`config.mk`:
```
export PLATFORM = sky130hd
export DESIGN_NAME = sle_cell
export DESIGN_NICKNAME = d
export VERILOG_FILES = /design/src/design/sle_pkg.sv /design/src/design/sle_cell.sv
export SDC_FILE = /design/constraint.sdc
export NUM_CORES = 1
export LEC_CHECK = 0
export BUFFER_PORTS_ARGS = -buffer_cell sky130_fd_sc_hd__buf_4
export CAP_MARGIN = 5
export CORE_AREA = 2 2 134 136
export CTS_BUF_LIST = sky130_fd_sc_hd__clkbuf_16
export DETAILED_ROUTE_END_ITERATION = 10
export DIE_AREA = 0 0 136 138
export GPL_TIMING_DRIVEN = 1
export PLACE_DENSITY = 0.83
export SLEW_MARGIN = 20
export SYNTH_ARGS = -nofsm -noshare
export SYNTH_HDL_FRONTEND = slang
export SYNTH_SLANG_ARGS = --single-unit
```
`constraint.sdc`:
```
create_clock -name clk -period 2.34 [get_ports clk]
set_input_delay 0.234 -clock clk [delete_from_list [all_inputs] [get_ports clk]]
set_output_delay 0.234 -clock clk [all_outputs]
set_load 0.05 [all_outputs]
```
`src/design/sle_pkg.sv`:
```
// ----------------------------------------------------------------------------
// sle_pkg
// Shared types and codes for the sequential list engine: operation and
// status codes, and the transaction token that travels down the cell chain.
// ----------------------------------------------------------------------------
package sle_pkg;

    // Default list capacity and the widest capacity the token is sized for
    localparam int SLE_CAPACITY     = 16;
    localparam int SLE_CAPACITY_MAX = 256;

    // Token field widths, sized for the widest capacity
    localparam int IDX_W = $clog2(SLE_CAPACITY_MAX);
    localparam int CNT_W = $clog2(SLE_CAPACITY_MAX + 1);

    // Fixed field widths of the stream payload
    localparam int OP_W   = 3;
    localparam int POS_W  = 5;
    localparam int VAL_W  = 32;
    localparam int STAT_W = 3;
    localparam int LEN_W  = 5;

    localparam int S_DATA_W = 40;
    localparam int M_DATA_W = 48;

    // Operation codes
    localparam logic [OP_W-1:0] OP_CLEAR  = 3'd0;
    localparam logic [OP_W-1:0] OP_INSERT = 3'd1;
    localparam logic [OP_W-1:0] OP_DELETE = 3'd2;
    localparam logic [OP_W-1:0] OP_GET    = 3'd3;
    localparam logic [OP_W-1:0] OP_LOCATE = 3'd4;

    // Status codes
    localparam logic [STAT_W-1:0] ST_OK       = 3'd0;
    localparam logic [STAT_W-1:0] ST_FULL     = 3'd1;
    localparam logic [STAT_W-1:0] ST_BADPOS   = 3'd2;
    localparam logic [STAT_W-1:0] ST_EMPTY    = 3'd3;
    localparam logic [STAT_W-1:0] ST_NOTFOUND = 3'd4;

    // What the cells do as a token passes
    typedef enum logic [2:0] {
        TK_NONE   = 3'd0,
        TK_INSERT = 3'd1,
        TK_DELETE = 3'd2,
        TK_READ   = 3'd3,
        TK_LOCATE = 3'd4
    } tok_kind_t;

    // One transaction in flight along the chain
    typedef struct packed {
        logic                     valid;
        tok_kind_t                kind;
        logic [IDX_W-1:0]         idx;     // 0-based target cell
        logic [CNT_W-1:0]         limit;   // entry count before the operation
        logic [CNT_W-1:0]         length;  // entry count after the operation
        logic [STAT_W-1:0]        status;
        logic signed [VAL_W-1:0]  value;
        logic signed [VAL_W-1:0]  carry;   // entry shifted up by an insert
        logic signed [VAL_W-1:0]  rdata;
        logic                     found;
        logic [CNT_W-1:0]         found_pos;
    } token_t;

endpackage

```
`src/design/sle_cell.sv`:
```
// ----------------------------------------------------------------------------
// sle_cell
// One list slot. Holds a single entry and applies the transaction token as
// it passes, then hands the token to the next cell.
// ----------------------------------------------------------------------------
module sle_cell
    import sle_pkg::*;
#(
    parameter int INDEX = 0
)
(
    input  logic                    clk,
    input  logic                    rst_n,
    input  logic                    adv,
    input  token_t                  tok_in,
    input  logic signed [VAL_W-1:0] right_entry,
    output token_t                  tok_out,
    output logic signed [VAL_W-1:0] entry
);

    localparam logic [IDX_W-1:0] MY_IDX = IDX_W'(INDEX);
    localparam logic [CNT_W-1:0] MY_CNT = CNT_W'(INDEX);
    localparam logic [CNT_W-1:0] MY_POS = CNT_W'(INDEX + 1);

    token_t                  tok_reg;
    token_t                  tok_next;
    logic signed [VAL_W-1:0] entry_reg;
    logic signed [VAL_W-1:0] entry_next;

    // Apply the incoming token to this slot
    always_comb
    begin
        tok_next   = tok_in;
        entry_next = entry_reg;
        case (tok_in.kind)
            TK_INSERT:
            begin
                if (tok_in.idx == MY_IDX)
                begin
                    entry_next    = tok_in.value;
                    tok_next.carry = entry_reg;
                end
                else if (MY_IDX > tok_in.idx)
                begin
                    entry_next    = tok_in.carry;
                    tok_next.carry = entry_reg;
                end
            end
            TK_DELETE:
            begin
                if (tok_in.idx == MY_IDX)
                    tok_next.rdata = entry_reg;
                if (MY_IDX >= tok_in.idx)
                    entry_next = right_entry;
            end
            TK_READ:
            begin
                if (tok_in.idx == MY_IDX)
                    tok_next.rdata = entry_reg;
            end
            TK_LOCATE:
            begin
                if (!tok_in.found && (MY_CNT < tok_in.limit) && (entry_reg == tok_in.value))
                begin
                    tok_next.found     = 1'b1;
                    tok_next.found_pos = MY_POS;
                end
            end
            default:
            begin
            end
        endcase
    end

    // Token stage
    always_ff @(posedge clk or negedge rst_n)
    begin
        if (!rst_n)
            tok_reg <= '0;
        else if (adv)
            tok_reg <= tok_next;
    end

    // Entry storage, written only as a token passes
    always_ff @(posedge clk)
    begin
        if (adv && tok_in.valid)
            entry_reg <= entry_next;
    end

    assign tok_out = tok_reg;
    assign entry   = entry_reg;

endmodule

```
==> flow_metrics.py <==
metrics = {
    "sta": {
        "final_hold_viol_count": 0,
        "layout_worst_path_cycle_share_pct": 85.6,
        "timing_worst_slew_pin_value_ps": 677,
        "clock.fmax_ghz": 0.499,
        "rsz0062_at_grt": "false",
        "period_needed_ps": 2000,
        "final-max-slew-violation-count": 0,
        "slew-limit-headroom_pct": 54.9,
        "skew_ps": 11.0,
        "fin_tns_setup_ps": 0,
        "setup-violations-final": 0,
    },
    "synth": {
        "syn_avg_cell_area_um2": 12.1,
        "yosys-top-cells-area": "dfrtp_1, mux2i_1, edfxtp_1",
        "syn_nets": 816,
        "synthesis.area_mm2": 0.00776,
        "ys_seq_elements": 171,
        "yosys_warnings": 0,
        "post_synth_num_cell_types": 24,
        "share_of_the_yosys_chip_area_belonging_to_registers_pct": 57.2,
        "post_synth_inst_count": 642,
        "area_share_of_the_leading_cell_type_in_the_synthesized_netlist_pct": 44.8,
        "netlist.top_cell.by_area": "dfrtp_1",
    },
    "cts": {
        "cts_tree": "yes",
        "clock_tree.buffer_depth": 2,
        "post_cts_clock_slew_at_the_launch_and_capture_registers_of_the_worst_setup_and_hold_paths_ps": 70,
        "cts_num_sinks": 171,
        "cts_max_level": 4,
        "clk_root_buffer_cell": "clkbuf_16",
        "clock_latency_reported_for_the_late_side_of_the_worst_skew_pair_ps": 430,
        "cts_inserted_buffers": 17,
    },
    "grt": {
        "antenna_violations_before_repair": 1,
        "grt_pass1_vias": 6659,
        "global_route_usage_sum_pct": 26.3,
        "grt_start_max_net_pins": 109,
        "grt_remaining_overflow": 0,
        "global_route_wire_length_before_repair_um": 37600,
    },
    "floorplanning": {
        "die_area_mm2": 0.0188,
        "std_cell_rows": 49,
        "fp.coreArea_mm2": 0.0175,
        "die_x_um": 136,
        "floorplan.initialDensity_pct": 44.3,
        "io_pins": 345,
        "die-height_um": 138,
    },
    "cells_and_area": {
        "area_growth_pct": 45.0,
        "layout.cells.most_common": "buf_4",
        "post-route-cell-area_mm2": 0.0113,
        "multi_input_area_mm2": 0.00320,
        "sequential_cell_area_mm2": 0.00444,
        "largest_register_ff_count": 139,
        "top_library_cells_by_usage_in_the_layout_fill_and_taps_aside": "buf_4, dfrtp_1, mux2i_1",
        "num-fill-cells": 1424,
        "layout-drive-gt1-share_pct": 46.4,
        "post-route-util_pct": 64.2,
        "nNetsFinal": 1158,
    },
    "pwr": {
        "total_leakage_power_uw": 0.00567,
        "vdd.ir_drop.worst_v": 0.000520,
        "power_density_mw_per_mm2": 722,
    },
    "critical_path": {
        "nature_of_the_critical_path_startpoint": "flop",
        "critical_path_peak_fanout": 10,
        "crit_path_buffers_inverters": 1,
        "cpPeakStageDelay_ps": 500,
        "critPathTopFamily": "simple AND/OR/NAND/NOR gates",
        "cp-end-kind": "flop",
        "worst-endpoint-required_ps": 2700,
        "critPathKind": "flop to flop",
        "timing.critical_path.cells": "xor2_1, nor4_1, nand4_1, nor4_4, buf_4, a211o_1",
        "critical_path.slowest_cell": "nor4_1",
        "critPathArrivalTime_ps": 2370,
    },
    "run": {
        "max_cap_violations": 0,
    },
    "worst_hold_path": {
        "hp-class": "input port to flop",
    },
    "drt": {
        "post-route-drc-count": 0,
        "vias": 6452,
        "postRouteWirelength_um": 24700,
        "avgRoutedWirePerCell_um": 20.2,
        "ant_nets": 0,
        "avgViaCountPerCell": 5.26,
        "drt-pass1-iter-count": 5,
        "initialDrtViolationCount": 348,
    },
    "place": {
        "globalplace.congestion": 0.813,
        "post-dp-hpwl_um": 18200,
        "buffer_ports.inserted": 344,
        "place_area_mm2": 0.0107,
    },
    "status": {
        "status": "finished, final reports clean",
    },
}
==> worst reg2reg max path: cells and delay by family (launching register included) <==
kind / cells / cell delay (ps)
XOR/XNOR: 1 / 230
buffers and inverters: 1 / 220
AND/OR/NAND/NOR: 3 / 920
flip-flops: 1 / 460
AO/OA/AOI/OAI: 1 / 120
==> final cells by class <==
cell class,count,area share (%)
inverter,1,0.0334
clock buffer,17,3.78
clock inverter,15,1.08
sequential,171,39.5
antenna,1,0.0222
tap,229,2.55
multi-input combinational,432,28.5
timing repair buffer,361,24.6
==> logic make-up (layout without fill, tap and decap cells) <==
| logic type | Yosys count | after routing | synth area share, % |
|---|---|---|---|
| flops | 171 | 171 | 57.2 |
| other cells | 0 | 1 | 0 |
| buf+inv | 39 | 394 | 2.05 |
| mux | 168 | 168 | 22.7 |
| compound gates | 99 | 99 | 6.48 |
| simple gates | 132 | 132 | 7.84 |
| xor+xnor | 33 | 33 | 3.72 |
==> what timing repair did <==
| item | 4_1_cts | 5_1_grt |
|---|---|---|
| buffers inserted | 0 | 0 |
| gates resized for setup | 0 | 0 |
| hold endpoints to repair | 64 | 0 |
| hold buffers | 1 | 0 |
==> Yosys cell counts <==
cell,n
a211o_1,2
a21oi_1,64
buf_2,10
clkbuf_1,28
dfrtp_1,139
edfxtp_1,32
inv_1,1
mux2_2,64
mux2i_1,104
nand2_1,34
nand3_1,1
nand3b_1,1
nand4_1,5
nand4b_1,1
nor2_1,74
nor2b_1,2
nor3_1,2
nor3b_2,1
nor4_1,5
nor4_2,5
nor4_4,1
o21ai_0,33
xnor2_1,9
xor2_1,24
==> stage by stage <==
step                      hold WS (ps)  cells  worst slack, ps  power, µW
after floorplan                  -61.6    642             -103       4630
after global placement             281   1193              446       5440
after detailed placement           277   1193              426       5480
after CTS                         21.6   1226              415       8180
after global routing              22.1   1227              324       8430
final                             37.5   1227              337       8120
==> final timing paths <==
check	from	endpoint	slack, ps	cells after the start
worst min register to register	tok_out[74]	tok_out[74]	510	1
worst max-delay path	entry[29]	tok_out[0]	340	6
min in group asynchronous	rst_n	tok_out[25]	370	2
worst max register to register	entry[29]	tok_out[0]	340	6
max in group asynchronous	rst_n	tok_out[96]	1280	3
worst min-delay path	tok_in[107]	tok_out[107]	40	2
==> per-layer routing <==
layer,track usage [%],vias up,part of all wire [%]
met5,0,-,0
met4,10.4,0,3.1
met3,6.34,47,7.2
met2,43.1,265,49
met1,33.5,3183,41
li1,-,2957,-
==> report_power, final <==
part	switching, µW	internal, µW	leakage (µW)
logic	1310	712	0.00351
registers	133	3270	0.00187
clock network	1240	1470	0.000286
total	2680	5450	0.00567
Note: power is estimated with default switching activity, not from simulation.
