$ cat config.mk
export PLATFORM = sky130hd
export DESIGN_NAME = sle_ctrl
export DESIGN_NICKNAME = d
export VERILOG_FILES = /design/src/design/sle_pkg.sv /design/src/design/sle_ctrl.sv
export SDC_FILE = /design/constraint.sdc
export NUM_CORES = 1
export LEC_CHECK = 0
export BUFFER_PORTS_ARGS = -buffer_cell sky130_fd_sc_hd__buf_2
export CORE_AREA = 10 10 138 140
export CTS_CLUSTER_DIAMETER = 100
export DETAILED_ROUTE_END_ITERATION = 7
export DIE_AREA = 0 0 148 150
export PLACE_DENSITY = 0.69
export SLEW_MARGIN = 25
export SYNTH_ARGS = -nofsm -noshare
export SYNTH_HDL_FRONTEND = slang
export SYNTH_SLANG_ARGS = --single-unit
$ cat constraint.sdc
create_clock -name clk -period 2.4 [get_ports clk]
set_clock_uncertainty 0.05 [all_clocks]
set_input_delay 0.24 -clock clk [delete_from_list [all_inputs] [get_ports clk]]
set_output_delay 0.24 -clock clk [all_outputs]
set_load 0.1 [all_outputs]
$ cat src/design/sle_pkg.sv
// ----------------------------------------------------------------------------
// sle_pkg
// Shared types and codes for the sequential list engine: operation and
// status codes, and the transaction token that travels down the cell chain.
// ----------------------------------------------------------------------------
package sle_pkg;

    // Default list capacity and the widest capacity the token is sized for
    localparam int SLE_CAPACITY     = 16;
    localparam int SLE_CAPACITY_MAX = 256;

    // Token field widths, sized for the widest capacity
    localparam int IDX_W = $clog2(SLE_CAPACITY_MAX);
    localparam int CNT_W = $clog2(SLE_CAPACITY_MAX + 1);

    // Fixed field widths of the stream payload
    localparam int OP_W   = 3;
    localparam int POS_W  = 5;
    localparam int VAL_W  = 32;
    localparam int STAT_W = 3;
    localparam int LEN_W  = 5;

    localparam int S_DATA_W = 40;
    localparam int M_DATA_W = 48;

    // Operation codes
    localparam logic [OP_W-1:0] OP_CLEAR  = 3'd0;
    localparam logic [OP_W-1:0] OP_INSERT = 3'd1;
    localparam logic [OP_W-1:0] OP_DELETE = 3'd2;
    localparam logic [OP_W-1:0] OP_GET    = 3'd3;
    localparam logic [OP_W-1:0] OP_LOCATE = 3'd4;

    // Status codes
    localparam logic [STAT_W-1:0] ST_OK       = 3'd0;
    localparam logic [STAT_W-1:0] ST_FULL     = 3'd1;
    localparam logic [STAT_W-1:0] ST_BADPOS   = 3'd2;
    localparam logic [STAT_W-1:0] ST_EMPTY    = 3'd3;
    localparam logic [STAT_W-1:0] ST_NOTFOUND = 3'd4;

    // What the cells do as a token passes
    typedef enum logic [2:0] {
        TK_NONE   = 3'd0,
        TK_INSERT = 3'd1,
        TK_DELETE = 3'd2,
        TK_READ   = 3'd3,
        TK_LOCATE = 3'd4
    } tok_kind_t;

    // One transaction in flight along the chain
    typedef struct packed {
        logic                     valid;
        tok_kind_t                kind;
        logic [IDX_W-1:0]         idx;     // 0-based target cell
        logic [CNT_W-1:0]         limit;   // entry count before the operation
        logic [CNT_W-1:0]         length;  // entry count after the operation
        logic [STAT_W-1:0]        status;
        logic signed [VAL_W-1:0]  value;
        logic signed [VAL_W-1:0]  carry;   // entry shifted up by an insert
        logic signed [VAL_W-1:0]  rdata;
        logic                     found;
        logic [CNT_W-1:0]         found_pos;
    } token_t;

endpackage

$ cat src/design/sle_ctrl.sv
// ----------------------------------------------------------------------------
// sle_ctrl
// Issue and retire control: checks each operation against the entry count,
// launches a token into the cell chain and holds the finished result.
// ----------------------------------------------------------------------------
module sle_ctrl
    import sle_pkg::*;
#(
    parameter int CAPACITY = SLE_CAPACITY
)
(
    input  logic                clk,
    input  logic                rst_n,
    input  logic                s_tvalid,
    output logic                s_tready,
    input  logic [S_DATA_W-1:0] s_tdata,
    output logic                m_tvalid,
    input  logic                m_tready,
    output logic [M_DATA_W-1:0] m_tdata,
    output token_t              launch,
    input  token_t              last,
    output logic                adv
);

    localparam int CW = $clog2(CAPACITY + 1);
    localparam logic [CNT_W-1:0] CAP_W = CNT_W'(CAPACITY);

    logic [OP_W-1:0]         op;
    logic [POS_W-1:0]        pos;
    logic signed [VAL_W-1:0] val;
    logic [CNT_W-1:0]        pos_w;
    logic [CNT_W-1:0]        cnt_w;
    logic                    accept;
    logic                    retire;

    logic [CW-1:0]           count_reg;
    logic [CW-1:0]           count_next;
    logic                    inflight_reg;
    logic                    inflight_next;
    token_t                  launch_reg;
    token_t                  launch_next;
    token_t                  issue_tok;
    logic                    out_valid_reg;
    logic                    out_valid_next;
    logic [M_DATA_W-1:0]     out_data_reg;
    logic [M_DATA_W-1:0]     out_data_next;
    logic [STAT_W-1:0]       ret_status;

    assign op     = s_tdata[2:0];
    assign pos    = s_tdata[7:3];
    assign val    = s_tdata[39:8];
    assign pos_w  = CNT_W'(pos);
    assign cnt_w  = CNT_W'(count_reg);

    assign s_tready = !inflight_reg;
    assign accept   = s_tvalid && !inflight_reg;

    // Chain moves unless the finished token has nowhere to go
    assign adv    = !(last.valid && out_valid_reg && !m_tready);
    assign retire = last.valid && adv;

    // Decode and check the incoming operation
    always_comb
    begin
        issue_tok           = '0;
        issue_tok.valid     = 1'b1;
        issue_tok.kind      = TK_NONE;
        issue_tok.idx       = IDX_W'(pos - 5'd1);
        issue_tok.limit     = cnt_w;
        issue_tok.status    = ST_OK;
        issue_tok.value     = val;
        count_next          = count_reg;
        unique case (op)
            OP_CLEAR:
                count_next = '0;
            OP_INSERT:
            begin
                if (cnt_w >= CAP_W)
                    issue_tok.status = ST_FULL;
                else if ((pos_w == '0) || (pos_w > (cnt_w + 1'b1)))
                    issue_tok.status = ST_BADPOS;
                else
                begin
                    issue_tok.kind = TK_INSERT;
                    count_next     = CW'(count_reg + 1'b1);
                end
            end
            OP_DELETE:
            begin
                if (cnt_w == '0)
                    issue_tok.status = ST_EMPTY;
                else if ((pos_w == '0) || (pos_w > cnt_w))
                    issue_tok.status = ST_BADPOS;
                else
                begin
                    issue_tok.kind = TK_DELETE;
                    count_next     = CW'(count_reg - 1'b1);
                end
            end
            OP_GET:
            begin
                if ((pos_w == '0) || (pos_w > cnt_w))
                    issue_tok.status = ST_BADPOS;
                else
                    issue_tok.kind = TK_READ;
            end
            OP_LOCATE:
            begin
                issue_tok.kind   = TK_LOCATE;
                issue_tok.status = ST_NOTFOUND;
            end
            default:
            begin
            end
        endcase
        issue_tok.length = CNT_W'(count_next);
    end

    // Launch stage feeding the first cell
    always_comb
    begin
        launch_next = launch_reg;
        if (accept)
            launch_next = issue_tok;
        else if (adv)
            launch_next.valid = 1'b0;
    end

    // One transaction in flight from acceptance until its result is stored
    always_comb
    begin
        inflight_next = inflight_reg;
        if (accept)
            inflight_next = 1'b1;
        else if (retire)
            inflight_next = 1'b0;
    end

    // Result register
    always_comb
    begin
        ret_status = last.status;
        if ((last.kind == TK_LOCATE) && last.found)
            ret_status = ST_OK;
        out_data_next = out_data_reg;
        out_valid_next = out_valid_reg;
        if (retire)
        begin
            out_data_next  = {3'b000, last.length[LEN_W-1:0], last.found_pos[POS_W-1:0],
                              last.rdata, ret_status};
            out_valid_next = 1'b1;
        end
        else if (m_tready)
            out_valid_next = 1'b0;
    end

    always_ff @(posedge clk or negedge rst_n)
    begin
        if (!rst_n)
        begin
            count_reg     <= '0;
            inflight_reg  <= 1'b0;
            launch_reg    <= '0;
            out_valid_reg <= 1'b0;
        end
        else
        begin
            if (accept)
                count_reg <= count_next;
            inflight_reg  <= inflight_next;
            launch_reg    <= launch_next;
            out_valid_reg <= out_valid_next;
        end
    end

    always_ff @(posedge clk)
    begin
        out_data_reg <= out_data_next;
    end

    assign launch   = launch_reg;
    assign m_tvalid = out_valid_reg;
    assign m_tdata  = out_data_reg;

endmodule

==> load_flow_metrics.sql, run 1 <==
INSERT INTO impl_metrics (metric_group, metric, value, unit) VALUES
('clocking', 'clkSinkCount', '101', ''),
('final_layout', 'largest_reg_flops', '54', ''),
('synthesis', 'syn_area', '4850', 'µm²'),
('clocking', 'cts_buffers', '9', ''),
('pwr', 'cellLeakagePower', '3.30', 'nW'),
('floorplanning', 'std_cell_rows', '47', ''),
('synthesis', 'post_synth_inst_count', '448', ''),
('timing', 'setup_repair_after_global_routing_missed_its_margin', 'true', ''),
('floorplanning', 'fp.dieArea', '22200', 'µm²'),
('worst_setup_path', 'worstReg2RegEnd', 'launch[112]$_DFFE_PN0P_', ''),
('clocking', 'cts-root-to-sink-buffers', '2', ''),
('synthesis', 'syn_avg_cell_area', '10.8', 'µm²'),
('timing', 'worst_hold_slack', '0.0171', 'ns'),
('floorplanning', 'initial_utilization', '29.7', '%'),
('synthesis', 'ys_async_sr_fraction', '55.4', '%'),
('timing', 'final.setup.tns', '0', 'ns'),
('placement', 'dp.final_hpwl', '11.7', 'mm'),
('clocking', 'cts_htree_levels', '3', ''),
('min_path', 'timing.hold.worst.start', 'last[15]', ''),
('synthesis', 'postSynthRegisterBits', '101', ''),
('worst_setup_path', 'source_of_the_worst_register_to_register_timing_path', 'launch[110]$_DFFE_PN0P_', ''),
('route', 'post_detailed_route_drc_marker_count', '0', ''),
('synthesis', 'combinational_family_with_the_most_area_after_synthesis', 'buffers and inverters', ''),
('global_routing', 'grt_antenna_before_repair', '2', ''),
('route', 'routed_wirelength', '14.8', 'mm'),
('worst_setup_path', 'critPathRequiredTime', '2.59', 'ns'),
('clocking', 'clock_pin_slew_on_the_worst_setup_and_hold_paths', '0.07', 'ns'),
('synthesis', 'netlist-cell-type-count', '47', ''),
('synthesis', 'synth_top_area_share', '28.9', '%'),
('pwr', 'cellPowerDensity', '1350', 'nW/µm²'),
('worst_setup_path', 'worst_setup_path_end_kind', 'flip-flop', ''),
('floorplanning', 'io_pins', '373', ''),
('timing', 'timing_hold_violations_final', '0', ''),
('synthesis', 'yosys_warnings', '0', ''),
('synthesis', 'synth-xor-area-share', '1.44', '%'),
('run_status', 'outcome', 'finished clean', ''),
('synthesis', 'share_of_synthesized_cell_area_in_full_adder_half_adder_and_majority_cells', '4.54', '%'),
('synthesis', 'synth_area_leader_cell', 'sky130_fd_sc_hd__dfrtp_1', ''),
('clocking', 'cts_tree', 'done', ''),
('floorplanning', 'core_area', '16300', 'µm²'),
('synthesis', 'most_used_dff_post_synth', 'sky130_fd_sc_hd__dfrtp_1', ''),
('worst_setup_path', 'crit_path_start_kind', 'flip-flop', ''),
('final_layout', 'areaGrowthSynthToFinish', '32.0', '%'),
('worst_setup_path', 'slowest_stage', 'sky130_fd_sc_hd__dfrtp_2', ''),
('timing', 'final-max-slew-violation-count', '0', ''),
('synthesis', 'synth_simple_gate_area_share', '13.9', '%'),
('global_routing', 'grt_pass1_vias', '3660', ''),
('worst_setup_path', 'critPathKind', 'reg -> reg', ''),
('synthesis', 'multiplexer_share_of_the_synthesized_area', '1.16', '%'),
('placement', 'io_buffers', '198', ''),
('floorplanning', 'dieWidth', '148', 'µm'),
('timing', 'max-slew-margin-rel', '44.9', '%'),
('flow_run', 'drv_cap', '0', ''),
('floorplanning', 'dieHeight', '150', 'µm'),
('final_layout', 'final_util', '39.2', '%'),
('worst_setup_path', 'critical_path.cell_chain', 'buf_6 > nand3_2 > xnor2_2 > ha_1 > a21o_1 > a21oi_2 > a21oi_4 > nor3_4 > o21ai_4 > mux2_4', ''),
('placement', 'gpl.final_weighted_congestion', '0.778', ''),
('worst_setup_path', 'worst_r2r_path_depth', '10', ''),
('synthesis', 'post_synth_main_area_contributors', 'sky130_fd_sc_hd__dfrtp_1, sky130_fd_sc_hd__edfxtp_1, sky130_fd_sc_hd__buf_4, sky130_fd_sc_hd__nand2_1, sky130_fd_sc_hd__ha_1', ''),
('min_path', 'timing.hold.worst.class', 'in -> reg', ''),
('timing', 'final_min_period_over_clock_period', '99.4', '%'),
('final_layout', 'nNetsFinal', '873', ''),
('timing', 'timing.fmax', '419', 'MHz'),
('clocking', 'worst_skew_pair_latency', '0.35', 'ns'),
('route', 'vias', '3648', ''),
('global_routing', 'grt_start_max_net_pins', '47', ''),
('pwr', 'power', '8.67', 'mW'),
('timing', 'max_slew.worst_pin.slew', '0.826', 'ns'),
('route', 'detail_route.iter0.violations', '155', ''),
('synthesis', 'synth_enable_flop_cells', '45', ''),
('global_routing', 'grtUsageTotal', '12.5', '%');
==> repair_timing <==
action                                  4_1_cts  5_1_grt
endpoints found under the setup margin        5        6
endpoints found under the hold margin        38        5
pin swaps                                     0        7
gates resized for setup                       3       16
hold buffers                                  8        5
setup buffers                                 0        2
==> critical path: cells and delay by family (launching register included) <==
family | cells | cell delay, ns
AO/OA/AOI/OAI | 4 | 0.56
flip-flops | 1 | 0.41
AND/OR/NAND/NOR | 2 | 0.34
adder cells (fa/ha/maj) | 1 | 0.33
multiplexers | 1 | 0.29
XOR/XNOR | 1 | 0.15
buffers and inverters | 1 | 0.12
==> cell usage in the layout, fill, tap and decap left out, types with 2 or more instances in the layout <==
| cell type | instances |
|---|---|
| sky130_fd_sc_hd__inv_1 | 12 |
| sky130_fd_sc_hd__nand3_2 | 2 |
| sky130_fd_sc_hd__nand2b_1 | 2 |
| sky130_fd_sc_hd__nand3_1 | 5 |
| sky130_fd_sc_hd__edfxtp_1 | 45 |
| sky130_fd_sc_hd__buf_6 | 2 |
| sky130_fd_sc_hd__buf_2 | 198 |
| sky130_fd_sc_hd__o21ai_0 | 15 |
| sky130_fd_sc_hd__mux2i_1 | 3 |
| sky130_fd_sc_hd__buf_12 | 2 |
| sky130_fd_sc_hd__buf_4 | 19 |
| sky130_fd_sc_hd__xor2_1 | 2 |
| sky130_fd_sc_hd__conb_1 | 85 |
| sky130_fd_sc_hd__dfrtp_2 | 3 |
| sky130_fd_sc_hd__dfrtp_1 | 53 |
| sky130_fd_sc_hd__clkbuf_16 | 9 |
| sky130_fd_sc_hd__nor3_1 | 3 |
| sky130_fd_sc_hd__a21o_1 | 4 |
| sky130_fd_sc_hd__nor2b_1 | 3 |
| sky130_fd_sc_hd__nor2_1 | 9 |
| sky130_fd_sc_hd__ha_1 | 15 |
| sky130_fd_sc_hd__nand2_1 | 116 |
| sky130_fd_sc_hd__inv_8 | 3 |
| sky130_fd_sc_hd__a21oi_1 | 8 |
| sky130_fd_sc_hd__nand4_1 | 5 |
| sky130_fd_sc_hd__dlygate4sd3_1 | 13 |
| sky130_fd_sc_hd__xnor2_1 | 5 |
==> worst max path at each step <==
stage | start | endpoint
finish | launch[110]$_DFFE_PN0P_ | launch[112]$_DFFE_PN0P_
global route | launch[110]$_DFFE_PN0P_ | launch[112]$_DFFE_PN0P_
CTS | launch[109]$_DFFE_PN0P_ | launch[135]$_DFFE_PN0P_
detailed placement | launch[109]$_DFFE_PN0P_ | launch[112]$_DFFE_PN0P_
global placement | launch[109]$_DFFE_PN0P_ | launch[112]$_DFFE_PN0P_
floorplan | launch[109]$_DFFE_PN0P_ | launch[112]$_DFFE_PN0P_
==> per-layer routing <==
| metal | vias up | global-route usage (%) | wire length, µm |
|---|---|---|---|
| met5 | - | 0 | 26 |
| met4 | 4 | 4.66 | 217 |
| met3 | 18 | 5.04 | 1430 |
| met2 | 183 | 20.8 | 7130 |
| met1 | 1681 | 14.0 | 5970 |
| li1 | 1762 | - | - |
==> layout make-up <==
class	count	area, µm²
inverters	13	48.8
well taps	220	275
multi-input cells	314	1700
fillers	1651	9940
flip-flops and latches	101	2760
clock buffers	9	225
clock inverters	7	75.1
repair buffers	234	1330
==> cell usage after synthesis (all sizes together) (2+ instances only) <==
| master | instances |
|---|---|
| nand2 | 117 |
| buf | 96 |
| dfrtp | 56 |
| edfxtp | 45 |
| o21ai | 17 |
| ha | 16 |
| inv | 13 |
| a21oi | 10 |
| nor2 | 10 |
| clkbuf | 8 |
| nand3 | 7 |
| xnor2 | 6 |
| a21o | 5 |
| nand4 | 5 |
| nor2b | 4 |
| nor3 | 4 |
| mux2i | 3 |
| mux2 | 2 |
| nand2b | 2 |
| xor2 | 2 |
==> metrics by stage <==
| stage | std cells | setup WS (ns) |
|---|---|---|
| after floorplan | 532 | 0.0542 |
| after global placement | 867 | -0.0109 |
| after detailed placement | 867 | -0.0682 |
| after CTS | 891 | 0.0178 |
| after global routing | 898 | -0.0778 |
| final | 898 | 0.0151 |
==> where the power goes <==
group          leakage (nW)  total (mW)  internal [mW]  switching, mW
Combinational          2.02        4.89          0.846           4.04
Sequential             1.13        2.33           2.15          0.179
Clock                 0.145        1.46          0.740          0.715
==> kinds of logic (layout without fill, tap and decap cells) <==
kind of cell             Yosys count  after routing
XOR/XNOR                           8              8
multiplexers                       5              5
AO/OA/AOI/OAI                     42             42
adder cells (fa/ha/maj)           17             17
other                              1             85
buffers and inverters            117            263
flip-flops                       101            101
AND/OR/NAND/NOR                  157            157
No activity file was read; power rests on OpenSTA's default activity.
==> run 2, diff against run 1 <==
--- a/config.mk
+++ b/config.mk
@@ -10,6 +10,7 @@
 export CTS_CLUSTER_DIAMETER = 100
 export DETAILED_ROUTE_END_ITERATION = 7
 export DIE_AREA = 0 0 148 150
+export GPL_TIMING_DRIVEN = 0
 export PLACE_DENSITY = 0.69
 export SLEW_MARGIN = 25
 export SYNTH_ARGS = -nofsm -noshare
==> load_flow_metrics.sql, run 2 (synthesis gave the netlist of run 1 again) <==
INSERT INTO impl_metrics (metric_group, metric, value, unit) VALUES
('worst_setup_path', 'crit_path_start_kind', 'flip-flop', ''),
('worst_setup_path', 'source_of_the_worst_register_to_register_timing_path', 'launch[109]$_DFFE_PN0P_', ''),
('placement', 'dp.final_hpwl', '12.3', 'mm'),
('worst_setup_path', 'cp_data_arrival_time', '2.54', 'ns'),
('timing', 'timing_hold_violations_final', '0', ''),
('run_status', 'outcome', 'finished clean', ''),
('route', 'viasPerCell', '3.91', ''),
('route', 'post_drt_wl_per_cell', '15.7', 'µm'),
('placement', 'postPlaceCellArea', '6440', 'µm²'),
('floorplanning', 'fp.dieArea', '22200', 'µm²'),
('clocking', 'clockRootBuffer', 'sky130_fd_sc_hd__clkbuf_16', ''),
('route', 'vias', '3864', ''),
('global_routing', 'grtUsageTotal', '12.9', '%'),
('route', 'antenna_violating_nets_left', '0', ''),
('global_routing', 'grt_start_max_net_pins', '57', ''),
('global_routing', 'grt_antenna_before_repair', '2', ''),
('global_routing', 'grt_pass1_wl', '22.1', 'mm'),
('pwr', 'cellPowerDensity', '1250', 'nW/µm²'),
('clocking', 'worst_skew_pair_latency', '0.35', 'ns'),
('timing', 'final.setup.tns', '0', 'ns'),
('worst_setup_path', 'critPathRequiredTime', '2.58', 'ns'),
('floorplanning', 'io_pins', '373', ''),
('timing', 'setup_slack_of_the_critical_path_after_layout', '0.0440', 'ns'),
('floorplanning', 'dieWidth', '148', 'µm'),
('final_layout', 'layout-drive-gt1-share', '44.6', '%'),
('min_path', 'timing.hold.worst.start', 'last[17]', ''),
('final_layout', 'design_area', '7020', 'µm²'),
('final_layout', 'register_area', '2760', 'µm²'),
('pwr', 'cellLeakagePower', '3.74', 'nW'),
('final_layout', 'most-common-layout-cells', 'sky130_fd_sc_hd__buf_2, sky130_fd_sc_hd__nand2_1, sky130_fd_sc_hd__buf_4', ''),
('clocking', 'clkSinkCount', '101', ''),
('final_layout', 'areaGrowthSynthToFinish', '44.6', '%'),
('timing', 'max-slew-margin-rel', '48.6', '%'),
('timing', 'period_minus_slack', '2.36', 'ns'),
('clocking', 'cts-root-to-sink-buffers', '2', ''),
('global_routing', 'grt.overflow.total', '0', ''),
('timing', 'setup_repair_after_global_routing_missed_its_margin', 'true', ''),
('clocking', 'clock_pin_slew_on_the_worst_setup_and_hold_paths', '0.08', 'ns'),
('timing', 'final_min_period_over_clock_period', '98.2', '%'),
('timing', 'final-max-slew-violation-count', '0', ''),
('route', 'detail_route.first_pass.iterations', '4', ''),
('placement', 'gpl.final_weighted_congestion', '0.817', ''),
('timing', 'max_slew.worst_pin.slew', '0.771', 'ns'),
('worst_setup_path', 'path_max_fanout', '4', ''),
('min_path', 'timing.hold.worst.class', 'in -> reg', ''),
('route', 'routed_wirelength', '15.5', 'mm'),
('final_layout', 'nNetsFinal', '961', ''),
('pwr', 'ir_worst_vdd', '626', 'µV'),
('timing', 'timing.fmax', '424', 'MHz'),
('floorplanning', 'initial_utilization', '29.7', '%'),
('route', 'detail_route.iter0.violations', '146', ''),
('timing', 'final-setup-viol-count', '0', ''),
('floorplanning', 'dieHeight', '150', 'µm'),
('route', 'post_detailed_route_drc_marker_count', '0', ''),
('clocking', 'cts_tree', 'done', ''),
('placement', 'dpl_worst_slack', '-0.255', 'ns'),
('floorplanning', 'std_cell_rows', '47', ''),
('global_routing', 'grt_pass1_vias', '3784', ''),
('final_layout', 'layout_commonest_cell', 'sky130_fd_sc_hd__buf_2', ''),
('floorplanning', 'core_area', '16300', 'µm²'),
('final_layout', 'multiInputGateArea', '1690', 'µm²'),
('flow_run', 'drv_cap', '0', ''),
('worst_setup_path', 'critical_path.startpoint', 'launch[109]$_DFFE_PN0P_', ''),
('timing', 'worst_hold_slack', '0.0174', 'ns'),
('worst_setup_path', 'critPathKind', 'reg -> reg', ''),
('final_layout', 'n_fill_cell', '1581', ''),
('clocking', 'cts_htree_levels', '3', ''),
('clocking', 'cts_buffers', '9', ''),
('worst_setup_path', 'worst_setup_path_end_kind', 'flip-flop', ''),
('placement', 'io_buffers', '197', ''),
('final_layout', 'largest_reg_flops', '54', '');
## run 2: cell types whose count changed in the layout (fill, tap and decap cells not counted), moves of 2 or more
| cell | delta |
|---|---|
| sky130_fd_sc_hd__clkbuf_1 | +8 |
| sky130_fd_sc_hd__inv_2 | +2 |
| sky130_fd_sc_hd__buf_2 | -2 |
| sky130_fd_sc_hd__dfrtp_1 | -2 |
| sky130_fd_sc_hd__buf_1 | +2 |
| sky130_fd_sc_hd__inv_1 | -2 |
| sky130_fd_sc_hd__buf_4 | +79 |
| sky130_fd_sc_hd__dfrtp_2 | +2 |
## run 2: timing repair
action	in CTS	in global routing
hold endpoints to repair	61	8
setup buffers	5	2
setup endpoints to repair	7	7
hold buffers	6	8
resized for setup	4	16
pin swaps	1	12
## run 2: final cells by class
class                           count  share of cell area, %
Clock inverter                      7                   1.07
Buffer                            104                   10.6
Tap cell                          220                   3.92
Sequential cell                   101                   39.3
Timing Repair Buffer              218                   17.1
Clock buffer                        9                   3.21
Multi-Input combinational cell    314                   24.0
Antenna cell                        1                 0.0356
Inverter                           13                  0.695
## run 2: per-stage QoR
step	std cells	total power [mW]	utilization, %
6_report	987	8.74	43.0
5_1_grt	986	9.15	42.9
4_1_cts	976	8.67	41.9
3_5_place_dp	949	7.11	39.4
3_3_place_gp	949	7.08	39.4
2_1_floorplan	532	6.33	-
## run 2: power breakdown
| part | total, mW | switching [mW] | internal (mW) |
|---|---|---|---|
| logic | 4.91 | 4.01 | 0.897 |
| clock network | 1.46 | 0.720 | 0.741 |
| registers | 2.37 | 0.218 | 2.16 |
## run 2: critical path, cell delays in order, from the launching register on
cell	delay [ns]
sky130_fd_sc_hd__dfrtp_2	0.44
sky130_fd_sc_hd__ha_4	0.17
sky130_fd_sc_hd__nand3_4	0.08
sky130_fd_sc_hd__xnor2_2	0.14
sky130_fd_sc_hd__ha_1	0.33
sky130_fd_sc_hd__buf_4	0.15
sky130_fd_sc_hd__a21oi_2	0.14
sky130_fd_sc_hd__a21oi_2	0.08
sky130_fd_sc_hd__nor3_2	0.26
sky130_fd_sc_hd__o21ai_4	0.11
sky130_fd_sc_hd__mux2_4	0.30
## run 2: path summary, 6_finish.rpt
kind	cells past startpoint	to	slack, ns
hold reg to reg	2	launch[131]$_DFFE_PN0P_	0.41
setup / recovery	10	launch[112]$_DFFE_PN0P_	0.04
max in group asynchronous	2	launch[112]$_DFFE_PN0P_	1.30
setup reg to reg	10	launch[112]$_DFFE_PN0P_	0.04
hold / removal	1	m_tdata[10]$_DFFE_PP_	0.02
min in group asynchronous	2	launch[130]$_DFFE_PN0P_	0.45
## run 2: layer usage
layer	share of wire, %	routed length [µm]	vias to the layer above	GRT usage [%]
li1	-	-	1936	-
met1	39	6100	1726	14.5
met5	0.084	13	-	0
met4	1.4	213	2	3.96
met3	11	1720	14	6.64
met2	48	7430	186	20.8
==> run 3, diff against run 2 <==
--- a/config.mk
+++ b/config.mk
@@ -5,13 +5,14 @@
 export SDC_FILE = /design/constraint.sdc
 export NUM_CORES = 1
 export LEC_CHECK = 0
+export ABC_AREA = 1
 export BUFFER_PORTS_ARGS = -buffer_cell sky130_fd_sc_hd__buf_2
-export CORE_AREA = 10 10 138 140
+export CORE_AREA = 2 2 145 147
 export CTS_CLUSTER_DIAMETER = 100
 export DETAILED_ROUTE_END_ITERATION = 7
-export DIE_AREA = 0 0 148 150
+export DIE_AREA = 0 0 147 149
 export GPL_TIMING_DRIVEN = 0
-export PLACE_DENSITY = 0.69
+export PLACE_DENSITY = 0.58
 export SLEW_MARGIN = 25
 export SYNTH_ARGS = -nofsm -noshare
 export SYNTH_HDL_FRONTEND = slang
==> load_flow_metrics.sql, run 3 <==
INSERT INTO impl_metrics (metric_group, metric, value, unit) VALUES
('run_status', 'outcome', 'finished clean', ''),
('pwr', 'netSwitchingPower', '4.19', 'mW'),
('placement', 'io_buffers', '198', ''),
('pwr', 'cellLeakagePower', '3.85', 'nW'),
('synthesis', 'synth_sequential_area_ratio', '55.8', '%'),
('timing', 'timing.fmax', '466', 'MHz'),
('timing', 'final_min_period_over_clock_period', '89.5', '%'),
('final_layout', 'layout-drive-gt1-share', '42.1', '%'),
('route', 'vias', '3897', ''),
('clocking', 'cts_htree_levels', '3', ''),
('route', 'detail_route.iter0.violations', '167', ''),
('global_routing', 'grt_pass1_wl', '20.1', 'mm'),
('worst_setup_path', 'critPathMostFrequentCell', 'sky130_fd_sc_hd__nand2_1', ''),
('timing', 'max-slew-margin-rel', '60.1', '%'),
('floorplanning', 'fp.dieArea', '21900', 'µm²'),
('synthesis', 'syn_area', '4930', 'µm²'),
('worst_setup_path', 'worst_r2r_path_depth', '16', ''),
('synthesis', 'ys_async_sr_fraction', '55.4', '%'),
('global_routing', 'grtUsageMet1', '13.8', '%'),
('timing', 'max_slew.worst_pin.slew', '0.599', 'ns'),
('floorplanning', 'core_area', '20600', 'µm²'),
('worst_setup_path', 'critical_path.cell_chain', 'inv_1 > ha_1 > inv_1 > ha_1 > nand2_1 > nand2_1 > nand2_1 > nand2_1 > nand2_1 > nand2_1 > nand2_1 > nand3_2 > nand2_4 > nand2_4 > nand2_1 > nand2_1', ''),
('synthesis', 'synth_top_area_share', '28.4', '%'),
('synthesis', 'synth_area_leader_cell', 'sky130_fd_sc_hd__dfrtp_1', ''),
('global_routing', 'grt_start_max_net_pins', '30', ''),
('final_layout', 'layout_commonest_cell', 'sky130_fd_sc_hd__buf_2', ''),
('final_layout', 'largest_reg_flops', '54', ''),
('global_routing', 'use_met2', '21.3', '%'),
('worst_setup_path', 'critical-path-max-stage-delay', '0.45', 'ns'),
('clocking', 'worst_skew_pair_latency', '0.34', 'ns'),
('synthesis', 'most_used_dff_post_synth', 'sky130_fd_sc_hd__dfrtp_1', ''),
('clocking', 'clock_pin_slew_on_the_worst_setup_and_hold_paths', '0.07', 'ns'),
('route', 'detail_route.first_pass.iterations', '4', ''),
('placement', 'dpl_worst_slack', '0.0571', 'ns'),
('timing', 'period_minus_slack', '2.15', 'ns'),
('floorplanning', 'dieWidth', '147', 'µm'),
('pwr', 'combPwrFrac', '51.9', '%'),
('min_path', 'timing.hold.worst.class', 'in -> reg', ''),
('worst_setup_path', 'critPathRequiredTime', '2.58', 'ns'),
('worst_setup_path', 'path_max_fanout', '8', ''),
('route', 'routed_wirelength', '13.4', 'mm'),
('worst_setup_path', 'crit_path_start_kind', 'flip-flop', ''),
('timing', 'final-max-slew-violation-count', '0', ''),
('worst_setup_path', 'worst_setup_path_end_kind', 'flip-flop', ''),
('pwr', 'cellPowerDensity', '1090', 'nW/µm²'),
('synthesis', 'synth_enable_flop_cells', '45', ''),
('timing', 'setup_slack_of_the_critical_path_after_layout', '0.253', 'ns'),
('pwr', 'switching_share', '55.0', '%'),
('final_layout', 'nNetsFinal', '994', ''),
('timing', 'timing_hold_violations_final', '0', ''),
('floorplanning', 'dieHeight', '149', 'µm'),
('synthesis', 'syn_avg_cell_area', '10.0', 'µm²'),
('placement', 'gpl.final_weighted_congestion', '0.771', ''),
('route', 'post_detailed_route_drc_marker_count', '0', ''),
('synthesis', 'post_synth_main_area_contributors', 'sky130_fd_sc_hd__dfrtp_1, sky130_fd_sc_hd__edfxtp_1, sky130_fd_sc_hd__buf_4, sky130_fd_sc_hd__nand2_1, sky130_fd_sc_hd__ha_1', ''),
('min_path', 'min_path_cells', '1', ''),
('floorplanning', 'initial_utilization', '24.0', '%'),
('global_routing', 'top_usage_layer_grt', 'met2', ''),
('placement', 'dp.final_hpwl', '10.9', 'mm'),
('synthesis', 'yosys.cell_count.top_type', 'sky130_fd_sc_hd__nand2_1', ''),
('route', 'post_drt_wl_per_cell', '12.5', 'µm'),
('global_routing', 'grt_pass1_vias', '3608', ''),
('synthesis', 'netlist-cell-type-count', '33', ''),
('route', 'viasPerCell', '3.63', ''),
('global_routing', 'grt_antenna_before_repair', '1', ''),
('synthesis', 'yosys_warnings', '0', ''),
('worst_setup_path', 'depth_of_the_critical_timing_path_with_buffers_and_inverters_included', '16', ''),
('clocking', 'cts-root-to-sink-buffers', '2', ''),
('timing', 'final-setup-viol-count', '0', ''),
('global_routing', 'grtUsageTotal', '12.1', '%'),
('synthesis', 'postSynthRegisterBits', '101', ''),
('floorplanning', 'std_cell_rows', '53', ''),
('global_routing', 'grtUsageMet3', '4.95', '%'),
('pwr', 'power.sequential.fraction', '29.7', '%'),
('worst_setup_path', 'critPathKind', 'reg -> reg', ''),
('route', 'antenna_violating_nets_left', '0', ''),
('pwr', 'share_clk_of_total_power', '18.4', '%'),
('pwr', 'internal-power', '3.43', 'mW'),
('clocking', 'clkSinkCount', '101', ''),
('clocking', 'cts_tree', 'done', ''),
('worst_setup_path', 'cp_num_buf_inv', '2', ''),
('floorplanning', 'io_pins', '373', ''),
('worst_setup_path', 'critPathTopFamily', 'simple AND/OR/NAND/NOR gates', ''),
('pwr', 'ir_worst_vdd', '409', 'µV'),
('flow_run', 'drv_cap', '0', ''),
('final_layout', 'areaGrowthSynthToFinish', '42.3', '%'),
('worst_setup_path', 'cp_data_arrival_time', '2.33', 'ns'),
('worst_setup_path', 'slowest_stage', 'sky130_fd_sc_hd__dfrtp_2', ''),
('global_routing', 'grt.overflow.total', '0', ''),
('synthesis', 'post_synth_inst_count', '492', ''),
('clocking', 'cts_buffers', '9', ''),
('timing', 'final.setup.tns', '0', 'ns'),
('synthesis', 'synth.top_cells.by_count', 'sky130_fd_sc_hd__nand2_1, sky130_fd_sc_hd__buf_4, sky130_fd_sc_hd__dfrtp_1, sky130_fd_sc_hd__edfxtp_1, sky130_fd_sc_hd__inv_1', ''),
('final_layout', 'most-common-layout-cells', 'sky130_fd_sc_hd__buf_2, sky130_fd_sc_hd__nand2_1, sky130_fd_sc_hd__buf_4', ''),
('clocking', 'clockRootBuffer', 'sky130_fd_sc_hd__clkbuf_16', '');
## run 3: power by group through the flow
stage	logic [mW]	clock network, mW	registers (mW)
CTS	3.96	1.46	2.28
detailed placement	3.95	0	2.31
global placement	3.92	0	2.30
floorplan	1.34	0	4.26
finish	3.96	1.40	2.26
global route	4.14	1.53	2.31
## run 3: cell families after synthesis
kind of cell	share of synthesized area [%]
and+or+nand+nor	17.2
buffers and inverters	17.8
DFF	55.8
AOI/OAI and AO/OA	2.97
adders and majority gates	4.47
xor gates and xnor gates	1.57
other	0.0761
## run 3: stage by stage
stage	hold slack, ns	utilization [%]	std cells	power (mW)	instance area [µm²]
finish	0.0222	34.1	1075	7.62	7020
global route	0.000843	34.1	1074	7.98	7010
CTS	0.000473	33.9	1070	7.70	6980
detailed placement	0.160	32.5	1052	6.26	6670
global placement	0.367	32.1	1049	6.22	6600
floorplan	-0.106	-	576	5.60	5260
## run 3: final timing paths
check	startpoint	endpoint	slack, ns
worst max-delay path	launch[109]$_DFFE_PN0P_	launch[110]$_DFFE_PN0P_	0.25
worst min-delay path	last[12]	m_tdata[5]$_DFFE_PP_	0.02
worst max register to register	launch[109]$_DFFE_PN0P_	launch[110]$_DFFE_PN0P_	0.25
worst min register to register	launch[136]$_DFFE_PN0P_	launch[136]$_DFFE_PN0P_	0.43
max in group asynchronous	rst_n	launch[94]$_DFFE_PN0P_	1.48
min in group asynchronous	rst_n	launch[113]$_DFFE_PN0P_	0.31
## run 3: timing repair
action,in CTS,in global routing
hold buffers,2,1
buffers inserted,0,3
hold endpoints to repair,28,1
setup endpoints to repair,0,7
gates resized for setup,0,2
## run 3: cell type report
type,count,area (µm²)
Timing Repair Buffer,207,1120
Clock buffer,10,229
Buffer,104,752
Multi-Input combinational cell,337,1630
Sequential cell,101,2760
Tap cell,275,344
Clock inverter,6,55.1
Inverter,34,128
Antenna cell,1,2.50
Fill cell,2158,13500
## run 3: worst register-to-register path, cell delays in order (launching register included)
cell                      delay, ns
sky130_fd_sc_hd__dfrtp_2       0.45
sky130_fd_sc_hd__inv_1         0.10
sky130_fd_sc_hd__ha_1          0.28
sky130_fd_sc_hd__inv_1         0.04
sky130_fd_sc_hd__ha_1          0.29
sky130_fd_sc_hd__nand2_1       0.07
sky130_fd_sc_hd__nand2_1       0.05
sky130_fd_sc_hd__nand2_1       0.05
sky130_fd_sc_hd__nand2_1       0.04
sky130_fd_sc_hd__nand2_1       0.06
sky130_fd_sc_hd__nand2_1       0.04
sky130_fd_sc_hd__nand2_1       0.11
sky130_fd_sc_hd__nand3_2       0.10
sky130_fd_sc_hd__nand2_4       0.11
sky130_fd_sc_hd__nand2_4       0.07
sky130_fd_sc_hd__nand2_1       0.06
sky130_fd_sc_hd__nand2_1       0.06
## run 3: metal layers
metal | part of all wire, % | routed length, µm
met1 | 39 | 5180
met5 | 0 | 0
met4 | 0.67 | 90
met3 | 11 | 1450
met2 | 50 | 6660
